**src/ntlv_pkg.sv**
```systemverilog
// ----------------------------------------------------------------------------
// ntlv_pkg
// Shared types and constants of the notification attribute TLV parser.
// ----------------------------------------------------------------------------
package ntlv_pkg;

  localparam int unsigned QueueDepth = 4;
  localparam int unsigned NumSlots   = 4;
  localparam int unsigned SlotW      = 2;
  localparam int unsigned CfgIdxW    = 3;

  // header byte positions
  localparam logic [2:0] PosEvent    = 3'd1;
  localparam logic [2:0] PosUuid0    = 3'd2;
  localparam logic [2:0] PosUuid1    = 3'd3;
  localparam logic [2:0] PosUuid2    = 3'd4;
  localparam logic [2:0] PosUuid3    = 3'd5;
  localparam logic [2:0] HeaderLen   = 3'd6;
  localparam logic [7:0] MaxEventId  = 8'd2;

  typedef enum logic [1:0] {
    PhId    = 2'd0,
    PhLenLo = 2'd1,
    PhLenHi = 2'd2,
    PhData  = 2'd3
  } phase_e;

  typedef enum logic [1:0] {
    KindHeader = 2'd0,
    KindData   = 2'd1,
    KindEnd    = 2'd2
  } kind_e;

  typedef enum logic [1:0] {
    StOk       = 2'd0,
    StShort    = 2'd1,
    StBadEvent = 2'd2,
    StTrunc    = 2'd3
  } status_e;

  typedef struct packed {
    logic               valid;
    logic [CfgIdxW-1:0] index;
    logic [7:0]         data;
  } cfg_wr_t;

  // one accepted byte's worth of results: a header or data item, and/or an end
  typedef struct packed {
    logic             prim_hdr;
    logic             prim_data;
    logic             has_end;
    logic [1:0]       event_id;
    logic [31:0]      uuid;
    logic [SlotW-1:0] slot;
    logic [7:0]       data_byte;
    logic             attr_first;
    logic             attr_last;
    status_e          status;
  } rec_t;

  typedef struct packed {
    kind_e            kind;
    logic [1:0]       event_id;
    logic [31:0]      uuid;
    logic [SlotW-1:0] slot;
    logic [7:0]       data_byte;
    logic             attr_first;
    logic             attr_last;
    status_e          status;
    logic             last;
  } res_t;

endpackage

```
**src/notification_attribute_tlv_parser.sv**
```systemverilog
// ----------------------------------------------------------------------------
// notification_attribute_tlv_parser
// Parses notification header and TLV attributes, streams selected data bytes.
// ----------------------------------------------------------------------------
// Takes one byte per cycle on push/full. The parser updates its state in the
// cycle a byte is accepted and writes at most one record into a QueueDepth
// entry queue; the result stage drains one result per cycle unless pop stalls
// it, so a byte that is both the final header byte and the packet end yields
// two results. Results go through the queue and the output register. full
// rises only when the queue is full because the consumer stalls on pop. The
// four attribute id registers are written through cfg_valid_i/cfg_ready_o and
// are always ready; indexes beyond the last register are ignored.
module notification_attribute_tlv_parser #(
  parameter int unsigned QueueDepth = ntlv_pkg::QueueDepth
) (
  input  logic                          clk_i,
  input  logic                          rst_ni,
  input  logic                          cfg_valid_i,
  output logic                          cfg_ready_o,
  input  logic [ntlv_pkg::CfgIdxW-1:0]  cfg_index_i,
  input  logic [7:0]                    cfg_data_i,
  input  logic                          push,
  output logic                          full,
  input  logic [7:0]                    in_byte_i,
  input  logic                          pkt_last_i,
  output logic                          empty,
  input  logic                          pop,
  output logic [1:0]                    kind_o,
  output logic [1:0]                    event_id_o,
  output logic [31:0]                   uuid_o,
  output logic [ntlv_pkg::SlotW-1:0]    slot_o,
  output logic [7:0]                    data_byte_o,
  output logic                          attr_first_o,
  output logic                          attr_last_o,
  output logic [1:0]                    status_o,
  output logic                          last_o
);

  ntlv_pkg::cfg_wr_t cfg_wr;
  ntlv_pkg::rec_t    fr_rec, q_rec;
  ntlv_pkg::res_t    res;
  logic              accept, fr_valid, q_full, q_empty, q_pop;

  assign cfg_ready_o  = 1'b1;
  assign cfg_wr.valid = cfg_valid_i;
  assign cfg_wr.index = cfg_index_i;
  assign cfg_wr.data  = cfg_data_i;

  assign full   = q_full;
  assign accept = push && !q_full;

  ntlv_front u_front (
    .clk_i       (clk_i),
    .rst_ni      (rst_ni),
    .cfg_i       (cfg_wr),
    .accept_i    (accept),
    .in_byte_i   (in_byte_i),
    .pkt_last_i  (pkt_last_i),
    .rec_valid_o (fr_valid),
    .rec_o       (fr_rec)
  );

  ntlv_fifo #(
    .Depth (QueueDepth)
  ) u_fifo (
    .clk_i   (clk_i),
    .rst_ni  (rst_ni),
    .push_i  (fr_valid),
    .wdata_i (fr_rec),
    .full_o  (q_full),
    .pop_i   (q_pop),
    .rdata_o (q_rec),
    .empty_o (q_empty)
  );

  ntlv_back u_back (
    .clk_i       (clk_i),
    .rst_ni      (rst_ni),
    .rec_valid_i (!q_empty),
    .rec_i       (q_rec),
    .rec_pop_o   (q_pop),
    .pop_i       (pop),
    .empty_o     (empty),
    .res_o       (res)
  );

  assign kind_o       = res.kind;
  assign event_id_o   = res.event_id;
  assign uuid_o       = res.uuid;
  assign slot_o       = res.slot;
  assign data_byte_o  = res.data_byte;
  assign attr_first_o = res.attr_first;
  assign attr_last_o  = res.attr_last;
  assign status_o     = res.status;
  assign last_o       = res.last;

  a_no_overflow: assert property (@(posedge clk_i) disable iff (!rst_ni)
    fr_valid |-> !q_full)
    else $error("record written into full queue");

  a_last_is_end: assert property (@(posedge clk_i) disable iff (!rst_ni)
    !empty |-> (last_o == (kind_o == ntlv_pkg::KindEnd)))
    else $error("last flag does not match end result");

  a_header_clean: assert property (@(posedge clk_i) disable iff (!rst_ni)
    (!empty && kind_o == ntlv_pkg::KindHeader) |->
      (data_byte_o == 8'd0 && slot_o == '0 && !attr_first_o && !attr_last_o))
    else $error("header result carries data fields");

endmodule

```
**src/ntlv_front.sv**
```systemverilog
// ----------------------------------------------------------------------------
// ntlv_front
// Byte parser: header capture, TLV walk, slot match, end status.
// ----------------------------------------------------------------------------
module ntlv_front (
  input  logic             clk_i,
  input  logic             rst_ni,
  input  ntlv_pkg::cfg_wr_t cfg_i,
  input  logic             accept_i,
  input  logic [7:0]       in_byte_i,
  input  logic             pkt_last_i,
  output logic             rec_valid_o,
  output ntlv_pkg::rec_t   rec_o
);

  logic [7:0]                   cfg_ids_q [ntlv_pkg::NumSlots];
  logic [2:0]                   pos_q, pos_d;
  ntlv_pkg::phase_e             phase_q, phase_d;
  logic                         matched_q, matched_d;
  logic [ntlv_pkg::SlotW-1:0]   slot_q, slot_d;
  logic [15:0]                  rem_q, rem_d;
  logic [1:0]                   event_q, event_d;
  logic [31:0]                  uuid_q, uuid_d;
  logic                         bad_q, bad_d;
  logic                         first_q, first_d;
  logic                         id_hit;
  logic [ntlv_pkg::SlotW-1:0]   id_slot;
  ntlv_pkg::rec_t               rec;

  always_ff @(posedge clk_i or negedge rst_ni) begin
    if (!rst_ni) begin
      for (int s = 0; s < int'(ntlv_pkg::NumSlots); s++) begin
        cfg_ids_q[s] <= 8'(s);
      end
    end else if (cfg_i.valid && cfg_i.index < ntlv_pkg::CfgIdxW'(ntlv_pkg::NumSlots)) begin
      cfg_ids_q[cfg_i.index[ntlv_pkg::SlotW-1:0]] <= cfg_i.data;
    end
  end

  // lowest slot wins when several ids are equal
  always_comb begin
    id_hit  = 1'b0;
    id_slot = '0;
    for (int s = int'(ntlv_pkg::NumSlots) - 1; s >= 0; s--) begin
      if (cfg_ids_q[s] == in_byte_i) begin
        id_hit  = 1'b1;
        id_slot = ntlv_pkg::SlotW'(s);
      end
    end
  end

  always_comb begin
    pos_d     = pos_q;
    phase_d   = phase_q;
    matched_d = matched_q;
    slot_d    = slot_q;
    rem_d     = rem_q;
    event_d   = event_q;
    uuid_d    = uuid_q;
    bad_d     = bad_q;
    first_d   = first_q;
    rec       = '0;
    rec.status = ntlv_pkg::StOk;

    if (pos_q < ntlv_pkg::HeaderLen) begin
      case (pos_q)
        ntlv_pkg::PosEvent: begin
          event_d = in_byte_i[1:0];
          bad_d   = in_byte_i > ntlv_pkg::MaxEventId;
        end
        ntlv_pkg::PosUuid0: uuid_d[7:0]   = uuid_q[7:0]   | in_byte_i;
        ntlv_pkg::PosUuid1: uuid_d[15:8]  = uuid_q[15:8]  | in_byte_i;
        ntlv_pkg::PosUuid2: uuid_d[23:16] = uuid_q[23:16] | in_byte_i;
        ntlv_pkg::PosUuid3: uuid_d[31:24] = uuid_q[31:24] | in_byte_i;
        default: ;
      endcase
      if (pos_q == ntlv_pkg::PosUuid3 && !bad_q) begin
        rec.prim_hdr = 1'b1;
        rec.event_id = event_q;
        rec.uuid     = uuid_d;
      end
      pos_d = pos_q + 3'd1;
    end else if (!bad_q) begin
      case (phase_q)
        ntlv_pkg::PhId: begin
          matched_d = id_hit;
          slot_d    = id_slot;
          phase_d   = ntlv_pkg::PhLenLo;
        end
        ntlv_pkg::PhLenLo: begin
          rem_d   = {8'h00, in_byte_i};
          phase_d = ntlv_pkg::PhLenHi;
        end
        ntlv_pkg::PhLenHi: begin
          rem_d = {in_byte_i, rem_q[7:0]};
          if (rem_d == 16'd0) begin
            phase_d = ntlv_pkg::PhId;
          end else begin
            first_d = 1'b1;
            phase_d = ntlv_pkg::PhData;
          end
        end
        default: begin
          rem_d = rem_q - 16'd1;
          if (matched_q) begin
            rec.prim_data  = 1'b1;
            rec.slot       = slot_q;
            rec.data_byte  = in_byte_i;
            rec.attr_first = first_q;
            rec.attr_last  = rem_d == 16'd0;
          end
          first_d = 1'b0;
          if (rem_d == 16'd0) phase_d = ntlv_pkg::PhId;
        end
      endcase
    end

    if (pkt_last_i) begin
      rec.has_end = 1'b1;
      if (pos_d < ntlv_pkg::HeaderLen) begin
        rec.status = ntlv_pkg::StShort;
      end else if (bad_d) begin
        rec.status = ntlv_pkg::StBadEvent;
      end else if (phase_d == ntlv_pkg::PhLenLo ||
                   (phase_d == ntlv_pkg::PhData && rem_d != 16'd0)) begin
        rec.status = ntlv_pkg::StTrunc;
      end else begin
        rec.status = ntlv_pkg::StOk;
      end
      pos_d     = '0;
      phase_d   = ntlv_pkg::PhId;
      matched_d = 1'b0;
      slot_d    = '0;
      rem_d     = '0;
      event_d   = '0;
      uuid_d    = '0;
      bad_d     = 1'b0;
      first_d   = 1'b0;
    end
  end

  always_ff @(posedge clk_i or negedge rst_ni) begin
    if (!rst_ni) begin
      pos_q     <= '0;
      phase_q   <= ntlv_pkg::PhId;
      matched_q <= 1'b0;
      slot_q    <= '0;
      rem_q     <= '0;
      event_q   <= '0;
      uuid_q    <= '0;
      bad_q     <= 1'b0;
      first_q   <= 1'b0;
    end else if (accept_i) begin
      pos_q     <= pos_d;
      phase_q   <= phase_d;
      matched_q <= matched_d;
      slot_q    <= slot_d;
      rem_q     <= rem_d;
      event_q   <= event_d;
      uuid_q    <= uuid_d;
      bad_q     <= bad_d;
      first_q   <= first_d;
    end
  end

  assign rec_o       = rec;
  assign rec_valid_o = accept_i && (rec.prim_hdr || rec.prim_data || rec.has_end);

endmodule

```
**src/ntlv_fifo.sv**
```systemverilog
// ----------------------------------------------------------------------------
// ntlv_fifo
// Short record queue between the parser and the result stage.
// ----------------------------------------------------------------------------
module ntlv_fifo #(
  parameter int unsigned Depth = ntlv_pkg::QueueDepth
) (
  input  logic           clk_i,
  input  logic           rst_ni,
  input  logic           push_i,
  input  ntlv_pkg::rec_t wdata_i,
  output logic           full_o,
  input  logic           pop_i,
  output ntlv_pkg::rec_t rdata_o,
  output logic           empty_o
);

  localparam int unsigned PtrW = (Depth > 1) ? $clog2(Depth) : 1;
  localparam int unsigned CntW = $clog2(Depth + 1);
  localparam logic [PtrW-1:0] LastPtr = PtrW'(Depth - 1);

  ntlv_pkg::rec_t  mem_q [Depth];
  logic [PtrW-1:0] wr_q, rd_q;
  logic [CntW-1:0] cnt_q;
  logic            do_push, do_pop;

  assign full_o  = cnt_q == CntW'(Depth);
  assign empty_o = cnt_q == '0;
  assign do_push = push_i && !full_o;
  assign do_pop  = pop_i && !empty_o;
  assign rdata_o = mem_q[rd_q];

  always_ff @(posedge clk_i) begin
    if (do_push) mem_q[wr_q] <= wdata_i;
  end

  always_ff @(posedge clk_i or negedge rst_ni) begin
    if (!rst_ni) begin
      wr_q  <= '0;
      rd_q  <= '0;
      cnt_q <= '0;
    end else begin
      if (do_push) wr_q <= (wr_q == LastPtr) ? '0 : wr_q + PtrW'(1);
      if (do_pop)  rd_q <= (rd_q == LastPtr) ? '0 : rd_q + PtrW'(1);
      case ({do_push, do_pop})
        2'b10:   cnt_q <= cnt_q + CntW'(1);
        2'b01:   cnt_q <= cnt_q - CntW'(1);
        default: ;
      endcase
    end
  end

endmodule

```
**src/ntlv_back.sv**
```systemverilog
// ----------------------------------------------------------------------------
// ntlv_back
// Result stage: expands a record into one or two results, output register.
// ----------------------------------------------------------------------------
module ntlv_back (
  input  logic           clk_i,
  input  logic           rst_ni,
  input  logic           rec_valid_i,
  input  ntlv_pkg::rec_t rec_i,
  output logic           rec_pop_o,
  input  logic           pop_i,
  output logic           empty_o,
  output ntlv_pkg::res_t res_o
);

  ntlv_pkg::res_t res_q, res_d;
  logic           valid_q, valid_d;
  logic           second_q, second_d;
  logic           load;
  ntlv_pkg::res_t prim_res, end_res;

  always_comb begin
    prim_res        = '0;
    prim_res.status = ntlv_pkg::StOk;
    if (rec_i.prim_hdr) begin
      prim_res.kind     = ntlv_pkg::KindHeader;
      prim_res.event_id = rec_i.event_id;
      prim_res.uuid     = rec_i.uuid;
    end else begin
      prim_res.kind       = ntlv_pkg::KindData;
      prim_res.slot       = rec_i.slot;
      prim_res.data_byte  = rec_i.data_byte;
      prim_res.attr_first = rec_i.attr_first;
      prim_res.attr_last  = rec_i.attr_last;
    end
    end_res        = '0;
    end_res.kind   = ntlv_pkg::KindEnd;
    end_res.status = rec_i.status;
    end_res.last   = 1'b1;
  end

  assign load = !valid_q || pop_i;

  // second_q: primary result of the head record already sent, end still due
  always_comb begin
    res_d     = res_q;
    valid_d   = valid_q;
    second_d  = second_q;
    rec_pop_o = 1'b0;
    if (load) begin
      if (rec_valid_i) begin
        valid_d = 1'b1;
        if ((rec_i.prim_hdr || rec_i.prim_data) && !second_q) begin
          res_d = prim_res;
          if (rec_i.has_end) begin
            second_d = 1'b1;
          end else begin
            rec_pop_o = 1'b1;
          end
        end else begin
          res_d     = end_res;
          rec_pop_o = 1'b1;
          second_d  = 1'b0;
        end
      end else begin
        valid_d = 1'b0;
      end
    end
  end

  always_ff @(posedge clk_i) begin
    res_q <= res_d;
  end

  always_ff @(posedge clk_i or negedge rst_ni) begin
    if (!rst_ni) begin
      valid_q  <= 1'b0;
      second_q <= 1'b0;
    end else begin
      valid_q  <= valid_d;
      second_q <= second_d;
    end
  end

  assign empty_o = !valid_q;
  assign res_o   = res_q;

endmodule
```
**config.mk**
```make
export PLATFORM = sky130hd
export DESIGN_NAME = notification_attribute_tlv_parser
export DESIGN_NICKNAME = d
export VERILOG_FILES = /design/src/ntlv_pkg.sv /design/src/notification_attribute_tlv_parser.sv /design/src/ntlv_front.sv /design/src/ntlv_fifo.sv /design/src/ntlv_back.sv
export SDC_FILE = /design/constraint.sdc
export NUM_CORES = 1
export LEC_CHECK = 0
export BUFFER_PORTS_ARGS = -buffer_cell sky130_fd_sc_hd__buf_2
export CAP_MARGIN = 40
export CORE_MARGIN = 2
export CORE_UTILIZATION = 61
export DETAILED_ROUTE_END_ITERATION = 7
export GPL_ROUTABILITY_DRIVEN = 0
export HOLD_SLACK_MARGIN = 0.05
export PLACE_DENSITY = 0.79
export RECOVER_POWER = 50
export SYNTH_ARGS = -nofsm -noshare
export SYNTH_HDL_FRONTEND = slang
export SYNTH_SLANG_ARGS = --single-unit
```
**constraint.sdc**
```tcl
create_clock -name clk_i -period 5.8 [get_ports clk_i]
set_input_delay 1.16 -clock clk_i [delete_from_list [all_inputs] [get_ports clk_i]]
set_output_delay 1.16 -clock clk_i [all_outputs]
set_load 0.02 [all_outputs]
```
Yosys cells after proc, flatten, opt, wreduce, memory -nomap -nowiden
Memory sizes are Yosys's and may differ from the RTL's. Cells that the tools add are included.

Bits in registers: 152. Memory bits (writable): 204. Memories: 1.

Memory list: u_fifo.mem_q (depth 4, bits a word 51, read ports 1, clocked after Yosys merged registers in 0, write ports 1, line ntlv_fifo.sv:22) `ntlv_pkg::rec_t mem_q [Depth];`.

Add/subtract/negate cells: 6. Order comparisons: 6. Equal/unequal tests: 23. Mux-type cells: 79. Bitwise logic cells: 7. Reductions and logical operators: 38.

Operator list (number): $mux 34 (2); $mux 32 (2); $mux 12 (4); $mux 16 (3); $pmux 16 s3 (1); $mux 2 (22); $mux 8 (5); $mux 1 (33); $bwmux 32 (1); $eq 8x8->1 (4); $logic_not 16->1 (2); $or 8x8->8 (4); $demux 8 s2 (1); $reduce_bool 16->1 (1); $sub 16x1->16 const B (1); $eq 2x2->1 const B (5); $eq 3x3->1 const B (3); $logic_and 1x1->1 (9); $lt 3x3->1 const B (3); $gt 8x2->1 const B (1); $reduce_bool 2->1 (4); $add 3x1->3 const B (2); $eq 2x1->1 const B (3); $eq 3x2->1 const B (2); other kinds (24) (41).

Longest topological paths before layout
Depth in word-level cells: 13. Depth in mapped cells: 14. Gate-level depth less buffers: 13.

Cells and area by module
Synthesis repeated with hierarchy kept, for this count alone.

Cell total of the unflattened synthesis: 1026. Area total of the unflattened synthesis: 15569.9 um^2.

Modules (own cells, without submodules): ntlv_fifo (times used 1, cells each 308, area an instance 7803.7 um^2, seq. area each 6301.0 um^2); ntlv_front (times used 1, cells each 596, area an instance 5739.3 um^2, seq. area each 2307.2 um^2); ntlv_back (times used 1, cells each 118, area an instance 1998.2 um^2, seq. area each 1581.5 um^2); notification_attribute_tlv_parser (times used 1, cells each 4, area an instance 28.8 um^2, seq. area each 0.0 um^2).

Worst setup path after synthesis
Ideal clock, no wire load.

Path type: input-to-reg. From: input pop. To: register u_fifo.cnt_q[2]. Setup time: 0.079 ns. Arrival: 5.409 ns. Slack: 0.312 ns. Stages on the path: 10. Buffers on the path: 0. Cell sequence: inv_1 a21oi_1 nand2_1 inv_1 ha_1 inv_1 fa_1 xor2_1 nor2_1 xor2_1.

Cells in the longest elaborated chain, start to end: 5. Elaborated cells between the ends (all ways): 7.

Ends and longest elaborated chain: start: declaration (line notification_attribute_tlv_parser.sv:27) `input logic pop,`; $logic_or 1x1->1 (*) (line ntlv_back.sv:42) `assign load = !valid_q || pop_i;`; $mux 1 (*) (line ntlv_back.sv:50) `if (load) begin`; $logic_and 1x1->1 (*) (line ntlv_fifo.sv:30) `assign do_pop = pop_i && !empty_o;`; via u_fifo.do_pop (line ntlv_fifo.sv:25) `logic do_push, do_pop;`; $eq 2x1->1 / $eq 2x2->1 (equally long branches) (line ntlv_fifo.sv:45) `case ({do_push, do_pop})`; $pmux 3 s2 / $reduce_bool 2->1 (equally long branches); end signal: assignment (line ntlv_fifo.sv:46) `2'b10: cnt_q <= cnt_q + CntW'(1);`; end signal: assignment (line ntlv_fifo.sv:47) `2'b01: cnt_q <= cnt_q - CntW'(1);`; end: declaration (line ntlv_fifo.sv:24) `logic [CntW-1:0] cnt_q;`.

Mark *: on every way through the listed nets, which the timed path passes. The rest lies on a longest branch. A chain may end at the register's enable or synchronous reset.

Final worst setup path
From: register u_fifo.rd_q[1]. To: register u_fifo.cnt_q[2].

Cells in the longest elaborated chain, start to end: 9. Elaborated cells between the ends (all ways): 12.

Ends and longest elaborated chain: start: declaration (line ntlv_fifo.sv:23) `logic [PtrW-1:0] wr_q, rd_q;`; start signal: assignment (line ntlv_fifo.sv:44) `if (do_pop) rd_q <= (rd_q == LastPtr) ? '0 : rd_q + PtrW'(1);`; $mem_v2 4x51 (*); $logic_or 1x1->1 (line ntlv_back.sv:53) `if ((rec_i.prim_hdr || rec_i.prim_data) && !second_q) begin`; $logic_and 1x1->1 (line ntlv_back.sv:53); $mux 1 (*) (line ntlv_back.sv:53); $mux 1 (*) (line ntlv_back.sv:51) `if (rec_valid_i) begin`; $mux 1 (*) (line ntlv_back.sv:50); $logic_and 1x1->1 (*) (line ntlv_fifo.sv:30); via u_fifo.do_pop (line ntlv_fifo.sv:25); $eq 2x1->1 / $eq 2x2->1 (equally long branches) (line ntlv_fifo.sv:45); $pmux 3 s2 / $reduce_bool 2->1 (equally long branches).

Marked as above.

==> flow_metrics.py <==
metrics = {
    "logic_synthesis": {
        "ys_seq_area_frac": 0.6707,
        "yosysWarnings": 0,
        "netlist_instances": 1044,
        "synth_cell_types": 68,
        "synth_nets": 1083,
        "synth-seq-cells": 356,
        "ys.flop_type": "edfxtp_1",
        "yosys.area.top_type_share": 0.5040,
        "syn_area_mm2": 0.01519,
        "ys_async_sr_fraction": 0.2837,
        "synth-edff-count": 255,
        "syn_avg_cell_area_um2": 14.55,
        "yosys.area.top_type": "edfxtp_1",
        "ys_top_cells_by_area": "edfxtp_1, dfrtp_1, mux4_2",
    },
    "placed_design": {
        "io_buffers": 77,
        "hpwl_um": 19560,
        "pre_cts_slack_ns": 1.642,
    },
    "cts": {
        "ctsRootBufferMaster": "clkbuf_16",
        "numCtsBuffers": 35,
        "clkTransAtPathRegs_ns": 0.06,
        "post_cts_buffers": 0,
        "worstSkewPairLatency_ns": 0.51,
        "clock_path_buffers": 3,
        "cts.hold.buffers_added": 0,
        "cts_resized": 0,
        "tritoncts": "done",
        "htreeDepth": 2,
        "cts.sinks": 356,
    },
    "setup_path": {
        "worst-path-max-fanout": 53,
        "slowest_stage": "clkbuf_1",
        "crit_buf_inv": 4,
        "cp.arrival_ns": 5.00,
        "reg2reg_depth": 14,
        "critical-path-top-delay-family": "buffers and inverters",
        "worst_ep_required_time_ns": 6.22,
        "cp.depth": 14,
        "r2r-end": "u_fifo.cnt_q[2]",
        "start_kind": "register",
        "path_common_cell": "nand2_1",
        "crit_start": "u_fifo.rd_q[1]",
        "cp-end-kind": "register",
        "worstReg2RegStart": "u_fifo.rd_q[1]",
        "crit_chain": "buf_4 > mux4_2 > nand2b_1 > clkbuf_1 > nand2_1 > nand2_1 > nand2_1 > inv_1 > ha_1 > inv_1 > fa_1 > xor2_1 > nor2_1 > xor2_1",
        "endpoint": "u_fifo.cnt_q[2]",
        "r2r_slack_ns": 1.21,
        "max_stage_delay_ns": 1.29,
        "critPathKind": "reg2reg",
    },
    "sta": {
        "max_freq_mhz": 218.1,
        "fin_ws_ns": 1.215,
        "finalMaxSlewViolations": 83,
        "relSlewSlack": -0.6121,
        "tns_ns": 0,
        "rsz0062_at_grt": "false",
        "worst_pin_slew_ns": 2.418,
        "timing.final.crit_share": 0.7906,
        "setup_viol": 0,
        "fin_hold_ws_ns": 0.4878,
        "period_needed_ns": 4.585,
        "skew_ns": 0.01529,
        "finalHoldViolations": 0,
    },
    "route": {
        "routed_wl_um": 32560,
        "drt_iter0_drc": 1019,
        "dr.pass1.iters": 8,
        "ant_nets": 0,
        "wire_per_inst_um": 22.45,
        "remaining_drc_errors": 0,
        "vias": 9082,
        "routed_via_density": 6.263,
    },
    "pwr": {
        "max-vdd-ir-drop_mv": 0.3589,
        "powerDensity_mw_per_mm2": 469.7,
        "finalPower_mw": 7.940,
        "leakagePower_nw": 6.172,
    },
    "floorplanning": {
        "io_pins": 79,
        "row_count": 57,
        "die_h_um": 161.8,
        "die-area_mm2": 0.02618,
        "fp.dieW_um": 161.8,
        "start_util": 0.6229,
        "core_mm2": 0.02439,
    },
    "final_layout": {
        "drive_gt1_frac": 0.1644,
        "nNetsFinal": 1139,
        "final_util": 0.6931,
        "syn_to_final_growth_pct": 11.28,
        "fill_cells": 1648,
    },
    "status": {
        "violations": "max-capacitance violations, max-slew violations",
        "status": "finished with violations",
    },
    "global_route": {
        "grt_pass1_wl_um": 51470,
        "gr-total-overflow": 0,
        "grt_pass1_vias": 9091,
        "antenna_found_initial": 2,
        "grtUsageTotal": 0.2571,
        "grt_max_degree": 59,
    },
    "worst_hold_path": {
        "holdCritPathClass": "reg2reg",
    },
    "job": {
        "drv_cap": 2,
    },
}
kinds of logic after synthesis:
group,Yosys count,synth area share
AOI/OAI and AO/OA,150,0.06070
xor gates and xnor gates,36,0.02075
adders and majority gates,14,0.01202
buffers and inverters,90,0.02364
DFF,356,0.6707
muxes,87,0.1021
other,1,0.0002468
and+or+nand+nor,310,0.1098
how the worst min path moves through the flow:
stage,start,depth (start not counted),end
floorplan,u_front.uuid_q[1],2,u_front.uuid_q[1]
global placement,u_front.first_q,1,u_front.first_q
detailed placement,u_front.uuid_q[7],2,u_front.uuid_q[7]
CTS,u_front.uuid_q[7],2,u_front.uuid_q[7]
global route,u_front.first_q,1,u_front.first_q
finish,u_front.uuid_q[7],2,u_front.uuid_q[7]
metal layers:
metal | vias up | part of all wire | global-route usage
li1 | 4034 | - | -
met1 | 4585 | 0.41 | 0.3590
met2 | 386 | 0.50 | 0.4230
met5 | - | 0.00040 | 0
met3 | 75 | 0.072 | 0.04494
met4 | 2 | 0.023 | 0.07643
Yosys cell counts (all sizes together), types with 15 or more instances:
library cell	count
xor2	26
dfrtp	97
a22o	15
o21ai	37
a21oi	60
edfxtp	255
mux2	34
and2	20
inv	18
clkbuf	57
nand3	16
nor2b	52
mux4	51
nand2	54
nor2	77
cells in the final DEF, fill, tap and decap left out, types with 9 or more instances in the layout:
cell,count
edfxtp_1,255
dfrtp_1,95
nor2_1,77
clkbuf_1,67
a21oi_1,59
nand2_1,54
nor2b_1,52
mux4_2,51
o21ai_0,37
clkbuf_16,35
mux2_2,34
xor2_1,26
buf_2,21
inv_1,18
nand3_1,16
a22o_1,15
and3_1,13
nor4_1,13
ha_1,13
nor3_1,12
and2_0,12
xnor2_1,10
and4_1,10
nand4_1,9
state kept, by name, summed over array words and instances, names as in the netlist, 3 cells and up:
signal,count
u_fifo.cnt_q,3
u_front.uuid_q,32
u_front.cfg_ids_q,32
u_front.rem_q,16
u_front.pos_q,3
u_back.res_o,51
u_fifo.mem_q,204
where the power goes:
group | internal [mW] | total (mW) | leakage (nW) | switching (mW)
logic | 0.848 | 2.10 | 1.86 | 1.25
registers | 3.28 | 3.55 | 3.75 | 0.276
clock network | 1.37 | 2.29 | 0.563 | 0.916
total | 5.50 | 7.94 | 6.17 | 2.44
tightest hold or removal path: stages, from the launching register on:
cell and delay (ns):
dfrtp_1 0.34, a21oi_1 0.04, nor2_1 0.07
cell type report:
| class | instances | area [um^2] | share of cell area |
|---|---|---|---|
| well taps | 324 | 405.4 | 0.02398 |
| clock inverters | 16 | 206.4 | 0.01221 |
| inverters | 19 | 71.32 | 0.004218 |
| diodes | 1 | 2.502 | 0.0001480 |
| clock buffers | 46 | 947.2 | 0.05602 |
| repair buffers | 90 | 419.2 | 0.02479 |
| flip-flops and latches | 356 | 10190 | 0.6030 |
| multi-input cells | 598 | 4659 | 0.2756 |
metrics by stage:
step | area, um^2 | instances
2_1_floorplan | 15190 | 1044
3_3_place_gp | 15790 | 1383
3_5_place_dp | 15840 | 1387
4_1_cts | 17000 | 1449
5_1_grt | 16900 | 1449
6_report | 16910 | 1450
Note: power is estimated with default switching activity, not from simulation.
